===== src/hw/rtl/pls_pkg.sv =====
// shared types and codes for the positional list store
`timescale 1ns / 1ps

package pls_pkg;

  // request codes
  typedef enum logic [1:0] {
    CMD_APPEND = 2'd0,
    CMD_INSERT = 2'd1,
    CMD_REMOVE = 2'd2,
    CMD_READ   = 2'd3
  } cmd_t;

  // result status codes
  typedef enum logic [1:0] {
    ST_OK    = 2'd0,
    ST_RANGE = 2'd1,
    ST_FULL  = 2'd2
  } status_t;

  // what every cell does with its entry
  typedef enum logic [1:0] {
    CELL_HOLD   = 2'd0,
    CELL_INSERT = 2'd1,
    CELL_REMOVE = 2'd2
  } cell_op_t;

  localparam int unsigned POS_W = 5;
  localparam int unsigned LEN_W = 5;

  typedef struct packed {
    cmd_t               command;
    logic [POS_W-1:0]   position;
    logic signed [31:0] value;
  } req_t;

  typedef struct packed {
    logic signed [31:0] read_value;
    logic [LEN_W-1:0]   length;
    status_t            status;
  } rsp_t;

endpackage


===== src/hw/rtl/pls_cell.sv =====
// one list slot: holds an entry, shifts with its neighbors on insert and remove
`timescale 1ns / 1ps

module pls_cell
  import pls_pkg::*;
#(
  parameter int unsigned IDX   = 0,
  parameter int unsigned IDX_W = 5
) (
  input  logic               clk,
  input  cell_op_t           op,
  input  logic [IDX_W-1:0]   pos,
  input  logic signed [31:0] value,
  input  logic signed [31:0] left_i,
  input  logic signed [31:0] right_i,
  output logic signed [31:0] entry_o,
  output logic signed [31:0] rd_o
);

  localparam logic [IDX_W-1:0] MyIdx = IDX_W'(IDX);

  logic signed [31:0] entry_r;
  logic signed [31:0] entry_nxt;

  // insert: slots above the position take the lower neighbor, the slot at it loads
  // remove: slots at or above the position take the upper neighbor
  always_comb begin
    entry_nxt = entry_r;
    case (op)
      CELL_INSERT: begin
        if (MyIdx > pos) begin
          entry_nxt = left_i;
        end else if (MyIdx == pos) begin
          entry_nxt = value;
        end
      end
      CELL_REMOVE: begin
        if (MyIdx >= pos) begin
          entry_nxt = right_i;
        end
      end
      default: entry_nxt = entry_r;
    endcase
  end

  always_ff @(posedge clk) begin
    entry_r <= entry_nxt;
  end

  assign entry_o = entry_r;

  // contribution to the read bus
  assign rd_o = (MyIdx == pos) ? entry_r : 32'sd0;

endmodule


===== src/hw/rtl/positional_list_store.sv =====
// top level of the positional list store: request decode, cell row, result register
//
//   channel | signals                        | direction
//   in      | in_valid, in_ready, in_data    | request transaction into the block
//   out     | out_valid, out_ready, out_data | result transaction out of the block
//
// one request is taken per cycle; its result appears in the result register
// the next cycle. all cells shift or hold in parallel, so insert and remove
// finish as the result is registered. a new request is taken while the result
// register is empty or being drained; a stalled result holds back new requests.
// rst_n (synchronous) empties the list and the result register.
`timescale 1ns / 1ps

module positional_list_store
  import pls_pkg::*;
#(
  parameter int unsigned DEPTH = 16
) (
  input  logic clk,
  input  logic rst_n,
  input  logic in_valid,
  output logic in_ready,
  input  req_t in_data,
  output logic out_valid,
  input  logic out_ready,
  output rsp_t out_data
);

  localparam int unsigned CNT_W = $clog2(DEPTH + 1);
  localparam int unsigned IDX_W = (CNT_W > POS_W) ? CNT_W : POS_W;
  localparam logic [CNT_W-1:0] Full = CNT_W'(DEPTH);
  localparam logic [CNT_W-1:0] One  = CNT_W'(1);

  logic [CNT_W-1:0] count_r;
  logic [CNT_W-1:0] count_nxt;
  logic             out_valid_r;
  rsp_t             out_data_r;

  logic               accept;
  cell_op_t           op;
  logic [IDX_W-1:0]   pos_ext;
  logic [IDX_W-1:0]   cnt_ext;
  logic [IDX_W-1:0]   cell_pos;
  logic               is_full;
  status_t            st;
  logic               rd_sel;
  logic signed [31:0] rd_bus;
  logic [IDX_W-1:0]   len_ext;

  logic signed [31:0] entry_w [DEPTH];
  logic signed [31:0] rd_w    [DEPTH];

  assign in_ready = !out_valid_r || out_ready;
  assign accept   = in_valid && in_ready;

  assign pos_ext = IDX_W'(in_data.position);
  assign cnt_ext = IDX_W'(count_r);
  assign is_full = (count_r == Full);

  // request decode: range check before full check, rejects leave the list alone
  always_comb begin
    op        = CELL_HOLD;
    cell_pos  = pos_ext;
    st        = ST_OK;
    rd_sel    = 1'b0;
    count_nxt = count_r;
    case (in_data.command)
      CMD_APPEND: begin
        cell_pos = cnt_ext;
        if (is_full) begin
          st = ST_FULL;
        end else begin
          op        = CELL_INSERT;
          count_nxt = count_r + One;
        end
      end
      CMD_INSERT: begin
        if (pos_ext > cnt_ext) begin
          st = ST_RANGE;
        end else if (is_full) begin
          st = ST_FULL;
        end else begin
          op        = CELL_INSERT;
          count_nxt = count_r + One;
        end
      end
      CMD_REMOVE: begin
        if (pos_ext >= cnt_ext) begin
          st = ST_RANGE;
        end else begin
          op        = CELL_REMOVE;
          count_nxt = count_r - One;
        end
      end
      CMD_READ: begin
        if (pos_ext >= cnt_ext) begin
          st = ST_RANGE;
        end else begin
          rd_sel = 1'b1;
        end
      end
      default: st = ST_OK;
    endcase
    if (!accept) begin
      op        = CELL_HOLD;
      count_nxt = count_r;
    end
  end

  // row of cells, each linked to its neighbors; the first takes the request value on its left
  for (genvar g = 0; g < DEPTH; g++) begin : g_cell
    logic signed [31:0] left_w;
    logic signed [31:0] right_w;
    if (g == 0) begin : g_first
      assign left_w = in_data.value;
    end else begin : g_mid_l
      assign left_w = entry_w[g-1];
    end
    if (g == DEPTH - 1) begin : g_last
      assign right_w = entry_w[g];
    end else begin : g_mid_r
      assign right_w = entry_w[g+1];
    end
    pls_cell #(
      .IDX   (g),
      .IDX_W (IDX_W)
    ) u_cell (
      .clk     (clk),
      .op      (op),
      .pos     (cell_pos),
      .value   (in_data.value),
      .left_i  (left_w),
      .right_i (right_w),
      .entry_o (entry_w[g]),
      .rd_o    (rd_w[g])
    );
  end

  // read bus: only the addressed cell drives a nonzero word
  always_comb begin
    rd_bus = 32'sd0;
    for (int i = 0; i < DEPTH; i++) begin
      rd_bus = rd_bus | rd_w[i];
    end
  end

  assign len_ext = IDX_W'(count_nxt);

  // list length
  always_ff @(posedge clk) begin
    if (!rst_n) begin
      count_r <= '0;
    end else begin
      count_r <= count_nxt;
    end
  end

  // result register
  always_ff @(posedge clk) begin
    if (!rst_n) begin
      out_valid_r <= 1'b0;
    end else if (accept) begin
      out_valid_r <= 1'b1;
    end else if (out_ready) begin
      out_valid_r <= 1'b0;
    end
  end

  always_ff @(posedge clk) begin
    if (accept) begin
      out_data_r.read_value <= rd_sel ? rd_bus : 32'sd0;
      out_data_r.length     <= len_ext[LEN_W-1:0];
      out_data_r.status     <= st;
    end
  end

  assign out_valid = out_valid_r;
  assign out_data  = out_data_r;

endmodule


===== config.mk =====
export PLATFORM = sky130hd
export DESIGN_NAME = positional_list_store
export DESIGN_NICKNAME = d
export VERILOG_FILES = /design/src/hw/rtl/pls_pkg.sv /design/src/hw/rtl/pls_cell.sv /design/src/hw/rtl/positional_list_store.sv
export SDC_FILE = /design/constraint.sdc
export NUM_CORES = 1
export LEC_CHECK = 0
export BUFFER_PORTS_ARGS = -buffer_cell sky130_fd_sc_hd__buf_2
export CELL_PAD_IN_SITES_DETAIL_PLACEMENT = 1
export CELL_PAD_IN_SITES_GLOBAL_PLACEMENT = 2
export CORE_MARGIN = 2
export CORE_UTILIZATION = 40
export CTS_BUF_LIST = sky130_fd_sc_hd__clkbuf_4
export DETAILED_ROUTE_END_ITERATION = 10
export PLACE_DENSITY_LB_ADDON = 0.2
export SYNTH_ARGS = -nofsm -noshare
export SYNTH_HDL_FRONTEND = slang
export SYNTH_SLANG_ARGS = --single-unit

===== constraint.sdc =====
create_clock -name clk -period 10.73 [get_ports clk]
set_input_delay 2.146 -clock clk [delete_from_list [all_inputs] [get_ports clk]]
set_output_delay 2.146 -clock clk [all_outputs]
set_load 0.1 [all_outputs]

# After elaboration in Yosys (flattened, before gate mapping)
# Index checks and enable logic that the tools add are counted.
dict set report op_classes {
  magnitude_cmp 33
  div 0
  shift 0
  addsub 2
  n_eq_ne 51
  multipliers 0
  reduce_logical 25
  bitwise_logic 15
  n_mux 97
}
# operator count
set op_table {}
lappend op_table {{$mux 32} 63}
lappend op_table {{$pmux 32 s2} 15}
lappend op_table {{$or 32x32->32} 15}
lappend op_table {{$ne 3x1->1 const B} 15}
lappend op_table {{$reduce_and 3->1} 15}
lappend op_table {{$eq 4x5->1 const A} 8}
lappend op_table {{$gt 4x5->1 const A} 8}
lappend op_table {{$ge 4x5->1 const A} 7}
lappend op_table {{$ne 2x1->1 const B} 15}
lappend op_table {{$mux 5} 5}
lappend op_table {{$eq 3x5->1 const A} 4}
lappend op_table {{$ge 3x5->1 const A} 4}
lappend op_table {{$gt 3x5->1 const A} 4}
lappend op_table {{$pmux 5 s3} 1}
lappend op_table {{$pmux 2 s3} 2}
lappend op_table {{$eq 2x5->1 const A} 2}
lappend op_table {{$ge 1x5->1 const A} 2}
lappend op_table {{$ge 2x5->1 const A} 2}
lappend op_table {{$gt 1x5->1 const A} 2}
lappend op_table {{$gt 2x5->1 const A} 2}
lappend op_table {{$mux 2} 5}
lappend op_table {{$eq 2x2->1 const B} 3}
lappend op_table {{$mux 1} 6}
lappend op_table {{$reduce_bool 2->1} 3}
lappend op_table {{other kinds (14)} 15}
dict set report word_totals {
  mem_bits_ro 0
  n_memories 0
  wordCells 244
  latchBits 0
  regBits 557
  in_bits 43
  output_inout_bits 41
  ramBits 0
}

# Logic depth before layout (Yosys ltp)
# Gate-level depths: netlist of the first run.
dict set report depth {
  ltp_word 19
  ltp_mapped 15
  ltp_nobuf 11
}

# Cells and area by module
# Synthesis of the first run repeated with hierarchy kept, for this count alone.
dict set report hier_totals {
  hier_cells 3629
  hier_area_um2 35967.0
}
# module n_inst cells_each seq_area_each_um2 area_per_inst_um2
set by_module_without_submodules {}
lappend by_module_without_submodules {positional_list_store 1 342 1291.2 3170.5}
lappend by_module_without_submodules {{pls_cell (g_cell[4].u_cell)} 1 236 960.9 2636.3}
lappend by_module_without_submodules {{pls_cell (g_cell[8].u_cell)} 1 228 960.9 2466.1}
lappend by_module_without_submodules {{pls_cell (g_cell[9].u_cell)} 1 227 960.9 2217.1}
lappend by_module_without_submodules {{pls_cell (g_cell[13].u_cell)} 1 222 960.9 2197.1}
lappend by_module_without_submodules {{pls_cell (g_cell[11].u_cell)} 1 226 960.9 2188.3}
lappend by_module_without_submodules {{pls_cell (g_cell[1].u_cell)} 1 223 960.9 2080.7}
lappend by_module_without_submodules {{pls_cell (g_cell[5].u_cell)} 1 224 960.9 1993.2}
lappend by_module_without_submodules {{pls_cell (g_cell[0].u_cell)} 1 119 960.9 1964.4}
lappend by_module_without_submodules {{pls_cell (g_cell[3].u_cell)} 1 215 960.9 1914.3}
lappend by_module_without_submodules {{pls_cell (g_cell[15].u_cell)} 1 215 960.9 1903.1}
lappend by_module_without_submodules {{pls_cell (g_cell[6].u_cell)} 1 179 960.9 1901.8}
lappend by_module_without_submodules {{pls_cell (g_cell[2].u_cell)} 1 179 960.9 1888.1}
lappend by_module_without_submodules {{pls_cell (g_cell[7].u_cell)} 1 215 960.9 1881.8}
lappend by_module_without_submodules {{+3 rows} - - - -}

# Least setup slack after synthesis of the first run
# No wires, ideal clock.
dict set report synth_timing {
  kind {input -> register}
  start {input port out_ready}
  end {register g_cell[10].u_cell.entry_r[0], enable pin}
  path_slack_ns 3.528
  path_stages 10
  arrival_time_ns 6.814
  setup_time_ns 0.388
  required_time_ns 10.342
  path_buffers 1
  cell_sequence {nand2b_1 -> nand2_1 -> nor3_1 -> and2_1 -> inv_1 -> ha_1 -> clkbuf_1 -> or2_2 -> a31oi_1 -> a21o_1}
}
dict set report synth_via {
  elab_chain_len 6
  word_cells_on_any_way 9
}
# element line_no
set synth_rtl {}
lappend synth_rtl {{from (decl)} positional_list_store.sv:25} ;# input logic out_ready,
lappend synth_rtl {{$logic_or 1x1->1 (*)} positional_list_store.sv:53} ;# assign in_ready = !out_valid_r || out_ready;
lappend synth_rtl {{$logic_and 1x1->1 (*)} positional_list_store.sv:54} ;# assign accept = in_valid && in_ready;
lappend synth_rtl {{$mux 2 (*)} positional_list_store.sv:104} ;# if (!accept) begin
lappend synth_rtl {{$eq 2x1->1 or $eq 2x2->1 (tied branches)} pls_cell.sv:29} ;# case (op)
lappend synth_rtl {{$ne 3x1->1 (no source line), or another cell as far along} -}
lappend synth_rtl {{$reduce_and 3->1 (no source line) (*)} -}
lappend synth_rtl {{to (signal assigned)} pls_cell.sv:47} ;# entry_r <= entry_nxt;
lappend synth_rtl {{to (decl)} pls_cell.sv:22} ;# logic signed [31:0] entry_r;
# Mark *: on every way between the ends. The rest lies on a longest branch, timed or not.
# A chain may end at the register's enable or synchronous reset.

# Final worst setup path of the first run
dict set report layout_timing {
  start {input port in_data[35] (netlist bit)}
  end {register g_cell[0].u_cell.entry_r[23], data pin}
}
dict set report layout_via {
  elab_chain_len 6
  word_cells_on_any_way 12
}
# element line_no
set layout_rtl {}
lappend layout_rtl {{from (decl)} positional_list_store.sv:23} ;# input req_t in_data,
lappend layout_rtl {{$gt 5x5->1 or $ge 5x5->1 (tied branches)} {positional_list_store.sv:78, positional_list_store.sv:88}}
lappend layout_rtl {{$mux 2, on equally long branches} {positional_list_store.sv:78, positional_list_store.sv:88}}
lappend layout_rtl {{$pmux 2 s3} positional_list_store.sv:67} ;# case (in_data.command)
lappend layout_rtl {{$mux 2} positional_list_store.sv:104}
lappend layout_rtl {{$eq 2x2->1 or $eq 2x1->1 (tied branches)} pls_cell.sv:29}
lappend layout_rtl {{$pmux 32 s2 (*)} pls_cell.sv:29}
lappend layout_rtl {{via g_cell[0].u_cell.entry_nxt[23]} pls_cell.sv:23} ;# logic signed [31:0] entry_nxt;
lappend layout_rtl {{to (signal assigned)} pls_cell.sv:47}
lappend layout_rtl {{to (decl)} pls_cell.sv:22}
# The timed path passes the listed nets; every way through them passes the cells marked *.

==> qor.yml, run 1 <==
wirelength_mm: 135
cp_top_family: "buffers and inverters"
n_fill_cell: 8462
finalWorstSetupSlack_ns: 4.72
synth_top_area_cell: "edfxtp_1"
dr.pass1.iters: 6
seq_area_frac_synth_pct: 52.9
netlist-cell-type-count: 69
fin_skew_ns: 0.0385
ys_ff_latch: 557
cts_resized: 0
setup_viol: 0
cp-start-kind: "input port"
synth-edff-count: 551
slowest_stage: "buf_4"
grt_pass1_vias: 26500
crit_fanout: 221
clk_latency_ns: 1.02
area_growth_pct: 11.0
p_clk_share_pct: 35.7
drcViolationCount: 0
start_util_pct: 40.5
seq_area_um2: 16700
min_period_ns: 6.01
path_buf_inv: 4
path_cells: "buf_2 -> ha_1 -> a21o_1 -> a21oi_1 -> o2111ai_1 -> or2_2 -> inv_1 -> ha_4 -> buf_4 -> buf_12 -> mux2_2"
syn_area_um2: 31500
holdWs_ns: 0.542
routed-via-count: 26500
r2r_cells: 11
dieArea_um2: 81000
rsz0062_at_grt: "no"
detailedPlace.worstSlack_ns: 3.81
synthArstFlopShare_pct: 0
synth_common_cells: "551 x edfxtp_1, 535 x nand2_1, 465 x mux2i_1, 350 x o21ai_0, 167 x clkbuf_1"
synth_area_leaders: "edfxtp_1 53%, mux2i_1 15%, nand2_1 6.4%"
ant_nets: 0
fmax_ghz: 0.166
drive_gt1_share_pct: 17.1
yosysTopAreaCellShare_pct: 52.6
maxCapViolations: 0
die_w_um: 285
post-cts-setup-buffers: 0
io_pins: 84
synth_top_flop_cell: "edfxtp_1"
path_class: "in2reg"
multiInputGateArea_um2: 13800
relSlewSlack_pct: 15.6
worst_ep_required_time_ns: 11.49
drt_iter0_markers: 3371
cp_slowest_stage_delay_ns: 0.79
yosys.cell_count.top_type: "edfxtp_1"
power_density_nw_per_um2: 165
syn-num-nets: 2942
routedWlPerCell_um: 32.7
cts_tree: "yes"
clkTransAtPathRegs_ns: 0.07
vdd_drop_max_mv: 0.0744
port_buffers: 83
gp_congestion: 0.836
power_leakage_uw: 0.0120
yosys_warnings: 0
holdPathEnd: "out_valid"
finalHoldViolations: 0
synth_cells: 2890
cts.sinks: 557
worstHoldPathType: "reg2reg"
core_um2: 77700
power_switching_share_pct: 32.1
r2r-end: "g_cell[0].u_cell.entry_o[23]"
grt_util_all_layers_pct: 32.9
cp_data_arrival_time_ns: 6.78
grt_overflow: 0
fp.dieH_um: 285
drv_slew: 0
hpwl_mm: 75.3
antenna_found_initial: 10
cts_hold_buffers: 0
switchingPower_uw: 1850
pwr-share-seq_pct: 47.0
via_per_inst: 6.44
layout.nets: 3006
hold_path_startpoint: "out_valid"
r2r_slack_ns: 5.35
comb_power_share_pct: 17.3
fin_setup_tns_ns: 0
outcome: "finished, final reports clean"
numCtsBuffers: 163
clockBufferDepth: 3
root_buffer: "clkbuf_4"
grt_max_degree: 251
worst_pin_slew_ns: 1.27
rr_startpoint: "cnt_ext[3]"
p_int_uw: 3910
htree_levels: 4
avgSynthCellArea_um2: 10.9
end_kind: "flip-flop"
whs_path_depth: 2
grt_pass1_wl_mm: 194
period_share_pct: 56.1
std_cell_rows: 102
## power groups by stage
stage / clock network [µW] / logic (µW) / registers [µW]
final: 2060 / 996 / 2710
after global routing: 2210 / 1030 / 2720
after CTS: 2100 / 974 / 2700
after detailed placement: 0 / 973 / 2750
after global placement: 0 / 947 / 2740
after floorplan: 0 / 543 / 2770
## flip-flops by register name (all words and copies together), names as in the netlist
register,flops
out_data,39
g_cell.u_cell.entry_o,512
cnt_ext,5
out_valid,1
## through the flow
stage               instance area [µm²]  utilization (%)  power (µW)  instances
floorplan                         31500                -        3310       2890
global placement                  32900             42.3        3690       3829
detailed placement                32900             42.3        3720       3829
CTS                               34900             44.9        5780       4112
global route                      34900             44.9        5960       4114
finish                            34900             45.0        5760       4119
## cell usage in the layout, fill, tap and decap left out, types with 8 or more instances in the layout
cell / count
nor3_1: 15
nand2_1: 532
buf_2: 83
o22ai_1: 31
clkbuf_4: 236
a22oi_1: 91
mux2_1: 12
mux2i_1: 465
mux2_2: 52
a22o_1: 34
a2111oi_0: 16
nor2_1: 33
ha_1: 8
a21oi_1: 56
and3_1: 10
a222oi_1: 23
inv_1: 16
nand3_1: 15
edfxtp_1: 551
o21ai_0: 349
buf_4: 75
o21ai_1: 118
a31oi_1: 30
clkinv_1: 35
a221oi_1: 32
a21oi_4: 10
## worst reg2reg max path: cells and delay by family (launching register included)
kind,cells,cell delay [ns]
buf+inv,4,1.74
fa+ha+maj,2,1.01
compound gates,3,0.82
mux,1,0.61
flops,1,0.54
simple gates,1,0.42
## area by class of cell
class                   instances  share of cell area (%)
repair buffers                161                    2.97
inverters                      17                   0.183
well taps                    1040                    3.72
flip-flops and latches        557                    47.7
multi-input cells            2054                    39.6
clock buffers                 236                    5.07
clock inverters                47                   0.673
diodes                          7                  0.0501
## cells by family (layout without fill, tap and decap cells)
logic type                 Yosys count  in the layout  share of synthesized area, %
AOI/OAI and AO/OA                  854            854                          16.6
xor gates and xnor gates             1              1                        0.0278
adders and majority gates            9              9                         0.358
buffers and inverters              279            461                          4.20
DFF                                557            557                          52.9
muxes                              530            530                          17.1
other                                0              7                             0
and+or+nand+nor                    660            660                          8.76
## per-layer routing
layer / GRT usage, % / up-vias / part of all wire (%) / routed length, µm
met5: 0 / - / 0.016 / 21
met4: 14.2 / 4 / 4.3 / 5810
met3: 6.49 / 351 / 9.0 / 12200
met2: 51.7 / 1505 / 46 / 61400
met1: 44.3 / 13500 / 41 / 55400
li1: - / 11200 / - / -
## worst max path at each step
stage	start	end	slack (ns)	cells past startpoint
2_1_floorplan	out_ready	g_cell[10].u_cell.entry_o[0]	3.53	10
3_3_place_gp	in_data[35]	g_cell[0].u_cell.entry_o[19]	3.90	11
3_5_place_dp	in_data[35]	g_cell[0].u_cell.entry_o[23]	3.81	11
4_1_cts	in_data[35]	g_cell[0].u_cell.entry_o[24]	4.90	11
5_1_grt	in_data[35]	g_cell[0].u_cell.entry_o[19]	4.52	11
6_report	in_data[35]	g_cell[0].u_cell.entry_o[23]	4.72	11
Note: power is estimated with default switching activity, not from simulation.
==> run 2: changes to the inputs <==
--- a/config.mk
+++ b/config.mk
@@ -5,11 +5,12 @@
 export SDC_FILE = /design/constraint.sdc
 export NUM_CORES = 1
 export LEC_CHECK = 0
+export ABC_AREA = 1
 export BUFFER_PORTS_ARGS = -buffer_cell sky130_fd_sc_hd__buf_2
 export CELL_PAD_IN_SITES_DETAIL_PLACEMENT = 1
 export CELL_PAD_IN_SITES_GLOBAL_PLACEMENT = 2
 export CORE_MARGIN = 2
-export CORE_UTILIZATION = 40
+export CORE_UTILIZATION = 36
 export CTS_BUF_LIST = sky130_fd_sc_hd__clkbuf_4
 export DETAILED_ROUTE_END_ITERATION = 10
 export PLACE_DENSITY_LB_ADDON = 0.2
==> constraint.sdc (replaced) <==
create_clock -name clk -period 4.8 [get_ports clk]
set_input_delay 0.96 -clock clk [delete_from_list [all_inputs] [get_ports clk]]
set_output_delay 0.96 -clock clk [all_outputs]
set_load 0.1 [all_outputs]
==> run 2 against run 1 <==
Setup slack worse by 3.9 ns. Critical endpoint is now g_cell[2].u_cell.entry_o[12]. Sequential power increased by 120%. Area after synthesis grew 2.7%. Synthesized cell count up 41%. Largest cell class unchanged. Worst hold slack got worse by 0.38 ns. Routed wire length grew 10%. Clock power rose by 140%. Power grew 130%. Largest power group unchanged. Critical path depth increased by 6. Flip-flop and latch count did not move. Global-route usage is 1.1 points lower. Combinational power up 150%. Highest routed layer is now met4.
==> qor.yml, run 2 <==
outcome: "finished, final reports clean"
start_util_pct: 36.5
synthArstFlopShare_pct: 0
cp_data_arrival_time_ns: 4.81
grt_overflow: 0
synth_top_family_by_area: "simple AND/OR/NAND/NOR gates"
hold_path_startpoint: "out_ready"
final_util_pct: 41.2
ys_ff_latch: 557
vdd_drop_max_mv: 0.230
cts_hold_buffers: 0
r2r-end: "g_cell[2].u_cell.entry_o[12]"
routedWlPerCell_um: 27.6
path_class: "reg2reg"
seq_area_um2: 16700
hpwl_mm: 87.1
synth_cells: 4067
switchingPower_uw: 4510
largest_reg_flops: 512
endpoint: "g_cell[2].u_cell.entry_o[12]"
power_switching_share_pct: 33.7
min_period_ns: 4.03
r2r_cells: 17
yosys.cell_count.top_type: "nand2_1"
dieArea_um2: 92300
synth_top_flop_cell: "edfxtp_1"
core_um2: 88600
finalHoldViolations: 0
cp-start-kind: "flip-flop"
crit_path_start: "cnt_ext[2]"
setup_viol: 0
pwr-share-seq_pct: 45.5
yosys_warnings: 0
seq_area_frac_synth_pct: 51.5
rsz0062_at_grt: "no"
drive_gt1_share_pct: 12.2
layout.nets: 4147
comb_power_share_pct: 18.3
r2r_slack_ns: 0.77
io_pins: 84
port_buffers: 83
n_fill_cell: 10700
maxCapViolations: 0
clockBufferDepth: 3
routed-via-count: 31600
grt_max_degree: 213
dr.pass1.iters: 8
slowest_stage: "dfxtp_1"
final_cell_mix: "1201 x nand2_1, 551 x edfxtp_1, 504 x nand3_1"
synth-edff-count: 551
drt_iter0_markers: 3000
grt_util_all_layers_pct: 31.9
synth_area_leaders: "edfxtp_1 51%, nand2_1 14%, nand3_1 7.8%"
avgSynthCellArea_um2: 7.95
worst_ep_required_time_ns: 5.58
gp_congestion: 0.829
worst_pin_slew_ns: 1.10
worstHoldPathType: "in2reg"
power_leakage_uw: 0.0142
root_buffer: "clkbuf_4"
antenna_found_initial: 4
relSlewSlack_pct: 26.6
synthAdderAreaFrac_pct: 0.348
muxShareOfSynthArea_pct: 0
htree_levels: 4
area_growth_pct: 13.0
fmax_ghz: 0.248
grt_pass1_vias: 31900
synth_top_area_cell: "edfxtp_1"
std_cell_rows: 109
yosys.area_share.xor_xnor_pct: 0.0812
fp.dieH_um: 304
cts.sinks: 557
drcViolationCount: 0
synth_compound_area_share_pct: 15.4
post-cts-setup-buffers: 0
synth_common_cells: "1205 x nand2_1, 551 x edfxtp_1, 504 x nand3_1, 450 x o21ai_0, 346 x nor2_1"
via_per_inst: 5.87
period_share_pct: 83.9
netlist-cell-type-count: 31
rr_startpoint: "cnt_ext[2]"
yosysTopAreaCellShare_pct: 51.2
syn_area_um2: 32300
multiInputGateArea_um2: 14000
p_clk_share_pct: 36.2
drv_slew: 0
cp_slowest_stage_delay_ns: 0.51
holdWs_ns: 0.165
yosys.area_share.simple_pct: 26.4
wirelength_mm: 149
clk_latency_ns: 1.13
end_kind: "flip-flop"
cts_resized: 0
die_w_um: 304
path_cells: "inv_2 -> ha_1 -> nand2_1 -> inv_1 -> o21ai_0 -> nand4_1 -> nor2_1 -> inv_1 -> nor2_1 -> inv_1 -> ha_1 -> nor2_1 -> clkinv_1 -> buf_4 -> a21oi_4 -> a31o_4 -> buf_12"
final_common_cell: "nand2_1"
grt_pass1_wl_mm: 218
syn-num-nets: 4119
power_density_nw_per_um2: 367
ant_nets: 0
cts_tree: "yes"
p_int_uw: 8880
crit_fanout: 12
clkTransAtPathRegs_ns: 0.06
numCtsBuffers: 169
fin_skew_ns: 0.0630
-- run 2: cell types whose count changed after synthesis, moves of 34 or more --
cell / change
nand3_1: +487
inv_1: +109
nand2_1: +670
o21ai_0: +100
a22o_1: -34
clkbuf_1: +40
o21ai_1: +117
mux2i_1: -465
a22oi_1: -91
buf_2: +55
nor2_1: +311
a21oi_1: +48
mux2_2: -52
-- run 2: routing by layer --
layer,track usage [%],vias to the layer above,wire [µm]
met5,0,-,0
met2,52.6,1299,70200
met1,42.1,15800,63100
li1,-,14200,-
met3,4.72,334,9900
met4,12.6,0,5640
-- run 2: final cells by class --
type / instances / area share, %
flip-flops and latches: 557 / 45.6
multi-input cells: 3028 / 38.2
repair buffers: 199 / 4.82
clock buffers: 233 / 4.79
well taps: 1165 / 3.99
inverters: 140 / 1.48
clock inverters: 62 / 1.03
diodes: 6 / 0.0411
-- run 2: worst min-delay path by stage --
| stage | depth (start not counted) | to | slack (ns) |
|---|---|---|---|
| global route | 4 | out_valid | 0.13 |
| global placement | 2 | out_valid | 0.49 |
| detailed placement | 2 | out_valid | 0.49 |
| floorplan | 2 | cnt_ext[4] | 0.52 |
| CTS | 4 | out_valid | 0.08 |
| finish | 4 | out_valid | 0.16 |
-- run 2: critical path: cells and delay by family (launching register included) --
kind	cells	cell delay, ns
adder cells (fa/ha/maj)	2	0.55
flip-flops	1	0.51
AO/OA/AOI/OAI	3	0.82
buffers and inverters	7	0.85
AND/OR/NAND/NOR	5	0.99
-- run 2: kinds of logic (layout without fill, tap and decap cells) --
group,after synthesis,in the layout
AND/OR/NAND/NOR,2081,2081
AO/OA/AOI/OAI,935,935
flip-flops,557,557
buffers and inverters,482,634
adder cells (fa/ha/maj),9,9
XOR/XNOR,3,3
other,0,6
-- run 2: power by group through the flow --
| stage | Combinational, µW | Sequential [µW] | Clock, µW |
|---|---|---|---|
| floorplan | 1250 | 6240 | 0 |
| global placement | 2360 | 6190 | 0 |
| detailed placement | 2410 | 6190 | 0 |
| CTS | 2420 | 6090 | 4950 |
| global route | 2610 | 6130 | 5190 |
| finish | 2460 | 6090 | 4850 |
-- run 2: per-stage QoR --
step,setup slack (ns),power (µW),std cells,instance area (µm²),TNS (ns)
2_1_floorplan,-0.369,7490,4067,32400,-82.44
3_3_place_gp,0.356,8550,5089,34400,0
3_5_place_dp,0.375,8600,5089,34400,0
4_1_cts,0.820,13500,5384,36500,0
5_1_grt,0.405,13900,5389,36500,0
6_report,0.771,13400,5390,36500,0
